==> src/rtl/assert_macros.svh <==
// ----------------------------------------------------------------------------
// assert_macros.svh
// Assertion macros for the hashed name table; empty when SYNTH is defined.
// ----------------------------------------------------------------------------
`ifndef ASSERT_MACROS_SVH
`define ASSERT_MACROS_SVH
`ifndef SYNTH
`define HNIT_ASSERT(lbl, clk, rst_n, prop, msg) \
    lbl: assert property (@(posedge clk) disable iff (!rst_n) prop) else $error(msg);
`define HNIT_ASSERT_ALWAYS(lbl, clk, prop, msg) \
    lbl: assert property (@(posedge clk) prop) else $error(msg);
`else
`define HNIT_ASSERT(lbl, clk, rst_n, prop, msg)
`define HNIT_ASSERT_ALWAYS(lbl, clk, prop, msg)
`endif
`endif

==> src/rtl/hnit_pkg.sv <==
// ----------------------------------------------------------------------------
// hnit_pkg
// Shared constants, codes and types of the hashed name table.
// ----------------------------------------------------------------------------
package hnit_pkg;

    localparam int BUCKETS  = 64;
    localparam int BKT_W    = $clog2(BUCKETS);
    localparam int CAPACITY = (BUCKETS / 4) * 3;
    localparam int ENT_W    = $clog2(CAPACITY);
    localparam int CNT_W    = $clog2(CAPACITY + 1);
    localparam int PRB_W    = BKT_W + 1;
    localparam int SLOT_W   = ENT_W + 1;
    localparam int ID_W     = 6;
    localparam int WORD_W   = 32;

    localparam logic [WORD_W-1:0] HASH_BASIS = 32'h811c9dc5;
    localparam logic [WORD_W-1:0] HASH_PRIME = 32'h01000193;

    localparam logic FUNC_LOOKUP = 1'b0;
    localparam logic FUNC_INSERT = 1'b1;

    typedef enum logic [1:0] {
        ST_OK        = 2'd0,
        ST_NOT_FOUND = 2'd1,
        ST_DUPLICATE = 2'd2,
        ST_FULL      = 2'd3
    } t_status;

    typedef enum logic [2:0] {
        S_IDLE,
        S_HASH1,
        S_HASH2,
        S_BKT_RD,
        S_BKT_CHK,
        S_ENT_CHK,
        S_DONE
    } t_state;

    typedef struct packed {
        logic              func;
        logic [WORD_W-1:0] ns_id;
        logic [WORD_W-1:0] name_id;
        logic [WORD_W-1:0] type_size;
        logic [WORD_W-1:0] type_align;
    } t_req;

    typedef struct packed {
        logic [ID_W-1:0]   entry_id;
        t_status           status;
        logic [WORD_W-1:0] found_size;
        logic [WORD_W-1:0] found_align;
    } t_rsp;

    typedef struct packed {
        logic    load_in;
        logic    hash1;
        logic    hash2;
        logic    bkt_rd;
        logic    ent_rd;
        logic    step;
        logic    ins_wr;
        logic    res_set;
        t_status res_code;
        logic    out_load;
    } t_cmd;

    typedef struct packed {
        logic func;
        logic full;
        logic bkt_empty;
        logic ent_match;
        logic probe_end;
        logic out_free;
    } t_sts;

endpackage

==> src/rtl/hnit_ctrl.sv <==
// ----------------------------------------------------------------------------
// hnit_ctrl
// Sequencer: hash, probe buckets, compare entries, insert, emit result.
// ----------------------------------------------------------------------------
module hnit_ctrl (
    input  logic          i_clk,
    input  logic          i_rst_n,
    input  logic          i_in_valid,
    output logic          o_in_ready,
    input  hnit_pkg::t_sts i_sts,
    output hnit_pkg::t_cmd o_cmd
);

    hnit_pkg::t_state r_state;
    hnit_pkg::t_state n_state;

    always_ff @(posedge i_clk) begin
        if (!i_rst_n) begin
            r_state <= hnit_pkg::S_IDLE;
        end else begin
            r_state <= n_state;
        end
    end

    always_comb begin
        n_state = r_state;
        unique case (r_state)
            hnit_pkg::S_IDLE: begin
                if (i_in_valid) begin
                    n_state = hnit_pkg::S_HASH1;
                end
            end
            hnit_pkg::S_HASH1: begin
                n_state = hnit_pkg::S_HASH2;
            end
            hnit_pkg::S_HASH2: begin
                if (i_sts.func == hnit_pkg::FUNC_INSERT && i_sts.full) begin
                    n_state = hnit_pkg::S_DONE;
                end else begin
                    n_state = hnit_pkg::S_BKT_RD;
                end
            end
            hnit_pkg::S_BKT_RD: begin
                if (i_sts.probe_end) begin
                    n_state = hnit_pkg::S_DONE;
                end else begin
                    n_state = hnit_pkg::S_BKT_CHK;
                end
            end
            hnit_pkg::S_BKT_CHK: begin
                if (i_sts.bkt_empty) begin
                    n_state = hnit_pkg::S_DONE;
                end else begin
                    n_state = hnit_pkg::S_ENT_CHK;
                end
            end
            hnit_pkg::S_ENT_CHK: begin
                if (i_sts.ent_match) begin
                    n_state = hnit_pkg::S_DONE;
                end else begin
                    n_state = hnit_pkg::S_BKT_RD;
                end
            end
            hnit_pkg::S_DONE: begin
                if (i_sts.out_free) begin
                    n_state = hnit_pkg::S_IDLE;
                end
            end
            default: begin
                n_state = hnit_pkg::S_IDLE;
            end
        endcase
    end

    always_comb begin
        o_cmd      = '0;
        o_in_ready = 1'b0;
        unique case (r_state)
            hnit_pkg::S_IDLE: begin
                o_in_ready    = 1'b1;
                o_cmd.load_in = i_in_valid;
            end
            hnit_pkg::S_HASH1: begin
                o_cmd.hash1 = 1'b1;
            end
            hnit_pkg::S_HASH2: begin
                o_cmd.hash2 = 1'b1;
                if (i_sts.func == hnit_pkg::FUNC_INSERT && i_sts.full) begin
                    o_cmd.res_set  = 1'b1;
                    o_cmd.res_code = hnit_pkg::ST_FULL;
                end
            end
            hnit_pkg::S_BKT_RD: begin
                if (i_sts.probe_end) begin
                    o_cmd.res_set  = 1'b1;
                    o_cmd.res_code = (i_sts.func == hnit_pkg::FUNC_INSERT) ?
                                     hnit_pkg::ST_FULL : hnit_pkg::ST_NOT_FOUND;
                end else begin
                    o_cmd.bkt_rd = 1'b1;
                end
            end
            hnit_pkg::S_BKT_CHK: begin
                if (i_sts.bkt_empty) begin
                    o_cmd.res_set = 1'b1;
                    if (i_sts.func == hnit_pkg::FUNC_INSERT) begin
                        o_cmd.ins_wr   = 1'b1;
                        o_cmd.res_code = hnit_pkg::ST_OK;
                    end else begin
                        o_cmd.res_code = hnit_pkg::ST_NOT_FOUND;
                    end
                end else begin
                    o_cmd.ent_rd = 1'b1;
                end
            end
            hnit_pkg::S_ENT_CHK: begin
                if (i_sts.ent_match) begin
                    o_cmd.res_set  = 1'b1;
                    o_cmd.res_code = (i_sts.func == hnit_pkg::FUNC_INSERT) ?
                                     hnit_pkg::ST_DUPLICATE : hnit_pkg::ST_OK;
                end else begin
                    o_cmd.step = 1'b1;
                end
            end
            hnit_pkg::S_DONE: begin
                o_cmd.out_load = i_sts.out_free;
            end
            default: begin
                o_cmd = '0;
            end
        endcase
    end

endmodule

==> config.mk <==
export PLATFORM = sky130hd
export DESIGN_NAME = hnit_ctrl
export DESIGN_NICKNAME = d
export VERILOG_FILES = /design/src/rtl/assert_macros.svh /design/src/rtl/hnit_pkg.sv /design/src/rtl/hnit_ctrl.sv
export SDC_FILE = /design/constraint.sdc
export NUM_CORES = 1
export LEC_CHECK = 0
export ABC_AREA = 1
export BUFFER_PORTS_ARGS = -buffer_cell sky130_fd_sc_hd__buf_2
export CORE_AREA = 2 2 39 41
export DETAILED_ROUTE_END_ITERATION = 8
export DIE_AREA = 0 0 41 43
export SETUP_SLACK_MARGIN = 0.02
export SYNTH_ARGS = -nofsm -noshare
export SYNTH_HDL_FRONTEND = slang
export SYNTH_SLANG_ARGS = --single-unit
export TNS_END_PERCENT = 10
==> constraint.sdc <==
create_clock -name i_clk -period 1.1 [get_ports i_clk]
set_input_delay 0.22 -clock i_clk [delete_from_list [all_inputs] [get_ports i_clk]]
set_output_delay 0.22 -clock i_clk [all_outputs]
set_load 0.005 [all_outputs]
==> results.py <==
metrics = {
    "placed_design": {
        "placed_cell_area_um2": 505,
        "dp_hpwl_um": 807,
        "gp_congestion": 0.769,
        "place_inst": 106,
        "numPortBuffers": 20,
        "dp_slack_ns": -0.194,
    },
    "die": {
        "die_area_mm2": 0.00176,
        "fp.coreArea_mm2": 0.00138,
        "fp.dieH_um": 43,
        "fp.dieW_um": 41,
        "start_util_pct": 23.7,
        "fp-row-count": 14,
        "io_pins": 21,
    },
    "routing": {
        "drt_iter0_drc": 6,
        "wl_per_cell_um": 9.31,
        "wl_met3_um": 57,
        "num_vias": 476,
        "wl_met2_um": 522,
        "dr.pass1.iters": 4,
        "avgViaCountPerCell": 4.25,
        "route.final.wire_length_um": 1040,
        "wl_met1_um": 442,
        "antenna_left": 0,
        "route.detailed.drc": 0,
        "top_layer": "met4",
    },
    "synth": {
        "synth_ff_type": "dfxtp_1",
        "yosys.area.top_type": "dfxtp_1",
        "synth-seq-cells": 3,
        "syn_nets": 71,
        "syn_area_um2": 328,
        "synth_cell_type_count": 15,
        "synth.top_cell.area_share_pct": 18.3,
        "synthCells": 62,
        "synth.area.top_cells": "dfxtp_1 18%, nand2_1 18%, inv_1 17%",
        "ys_seq_area_share_pct": 18.3,
        "syn_avg_cell_area_um2": 5.29,
        "yosys_warnings": 0,
        "async_flop_share_pct": 0,
        "synth_edf_count": 0,
    },
    "global_routing": {
        "grt_pass1_wl_um": 1560,
        "first_global_vias": 426,
        "antenna_found_initial": 0,
        "grt_use_total_pct": 12.8,
        "grt_max_degree": 8,
        "grt_overflow": 0,
    },
    "critical_path": {
        "crit_type": "reg2out",
        "cp.arrival_ns": 1.19,
        "crit_family": "flip-flops",
        "cp_num_buf_inv": 2,
        "critPathMaxFanout": 5,
        "crit_required_ns": 0.88,
        "crit_chain": "inv_4 > nor2_4 > nand3_2 > o21a_1 > o21ai_1 > buf_2",
        "cp-start-kind": "flop",
        "endpoint_kind": "output pin",
        "max_stage_delay_ns": 0.39,
        "slowest_stage": "dfxtp_4",
    },
    "timing": {
        "max_freq_ghz": 0.710,
        "hold_slack_ns": 0.204,
        "layout_setup_ws_ns": -0.308,
        "fin_setup_tns_ns": -2.62,
        "tightest_slew_ns": 0.201,
        "skew_ns": 0.00340,
        "timing.slew.headroom_pct": 86.4,
        "setup_viol": 13,
        "drv_slew": 0,
        "grt_setup_unrepaired": "true",
        "fin_crit_sh_pct": 128,
        "hold_viol": 0,
        "timing.final.crit_period_ns": 1.41,
    },
    "layout": {
        "layout_common_cells": "20 x buf_2, 15 x nand2_1, 12 x inv_1",
        "post-route-util_pct": 43.9,
        "final_layout_size_suffix_gt1_share_pct": 51.0,
        "multi_input_area_um2": 236,
        "n_fill_cell": 154,
        "antennaDiodeCount": 0,
        "syn_to_final_growth_pct": 85.5,
        "regArea_um2": 71.3,
        "final_common_cell": "buf_2",
        "regMostFlops": "r_state",
        "final_nets": 106,
        "largestRegisters": "r_state x3",
        "fin_area_um2": 608,
        "largest_reg_flops": 3,
        "final_cells": 112,
    },
    "power_and_ir_drop": {
        "power_density_mw_per_mm2": 2100,
        "power.total_mw": 1.28,
        "ir_worst_vdd_uv": 886,
        "total_leakage_power_nw": 0.377,
    },
    "run_status": {
        "status": "finished with violations",
        "violations": "negative setup slack",
    },
    "clocking": {
        "numCtsBuffers": 3,
        "clk_latency_ns": 0.24,
        "clk_pin_slew_ns": 0.04,
        "cts_num_sinks": 3,
        "clk_path_buf_depth": 2,
        "cts-htree-levels": 1,
        "cts-root-buf": "clkbuf_4",
        "cts_tree": "done",
    },
    "run": {
        "maxCapViolCount": 0,
    },
    "hold_path": {
        "min_path_type": "in2reg",
    },
}
## cells in the mapped netlist, types with 2 or more instances
| library cell | instances |
|---|---|
| inv_1 | 15 |
| o21ai_0 | 2 |
| dfxtp_1 | 3 |
| nor3_1 | 2 |
| nand2_1 | 16 |
| nor2_1 | 9 |
| nand3_1 | 6 |
| nand4_1 | 2 |
## where the power goes
part           total (mW)  internal [mW]  leakage (nW)  switching, mW
Clock               0.194          0.136        0.0150         0.0583
Combinational       0.803          0.410         0.335          0.393
Sequential          0.282          0.177        0.0267          0.105
Total                1.28          0.722         0.377          0.557
## cell type report
cell class              count  area share, %
multi-input cells          42           38.9
repair buffers             31           30.7
flip-flops and latches      3           11.7
inverters                  16           11.1
clock buffers               4           4.32
well taps                  16           3.29
## metal layers
metal	track usage, %	vias up
met5	0	-
met4	10.0	0
met3	0	2
met2	20.6	13
met1	15.0	201
li1	-	260
## worst paths after layout
kind	start	end	slack [ns]	cells past startpoint
max	r_state[1]$_SDFFE_PN0P_	o_cmd[1]	-0.31	6
min	i_rst_n	r_state[2]$_SDFFE_PN0P_	0.20	3
max reg2reg	r_state[1]$_SDFFE_PN0P_	r_state[1]$_SDFFE_PN0P_	-0.02	8
min reg2reg	r_state[2]$_SDFFE_PN0P_	r_state[2]$_SDFFE_PN0P_	0.67	4
## tightest hold or removal path: cells and delay by family
family        cells  cell delay, ns
simple gates      1            0.05
buf+inv           2            0.14
## cells by family (layout without fill, tap and decap cells)
logic type | count (synthesis) | count (layout) | share of synthesized area (%)
compound gates | 5 | 5 | 10.3
buf+inv | 17 | 51 | 21.8
flops | 3 | 3 | 18.3
simple gates | 37 | 37 | 49.6
## timing repair
action,CTS,global route
setup buffers,1,1
pin swaps,3,5
endpoints found under the setup margin,15,15
endpoints found under the hold margin,0,0
hold buffers,0,0
cloned,0,0
resized for setup,14,7
No activity file was read; power rests on OpenSTA's default activity.
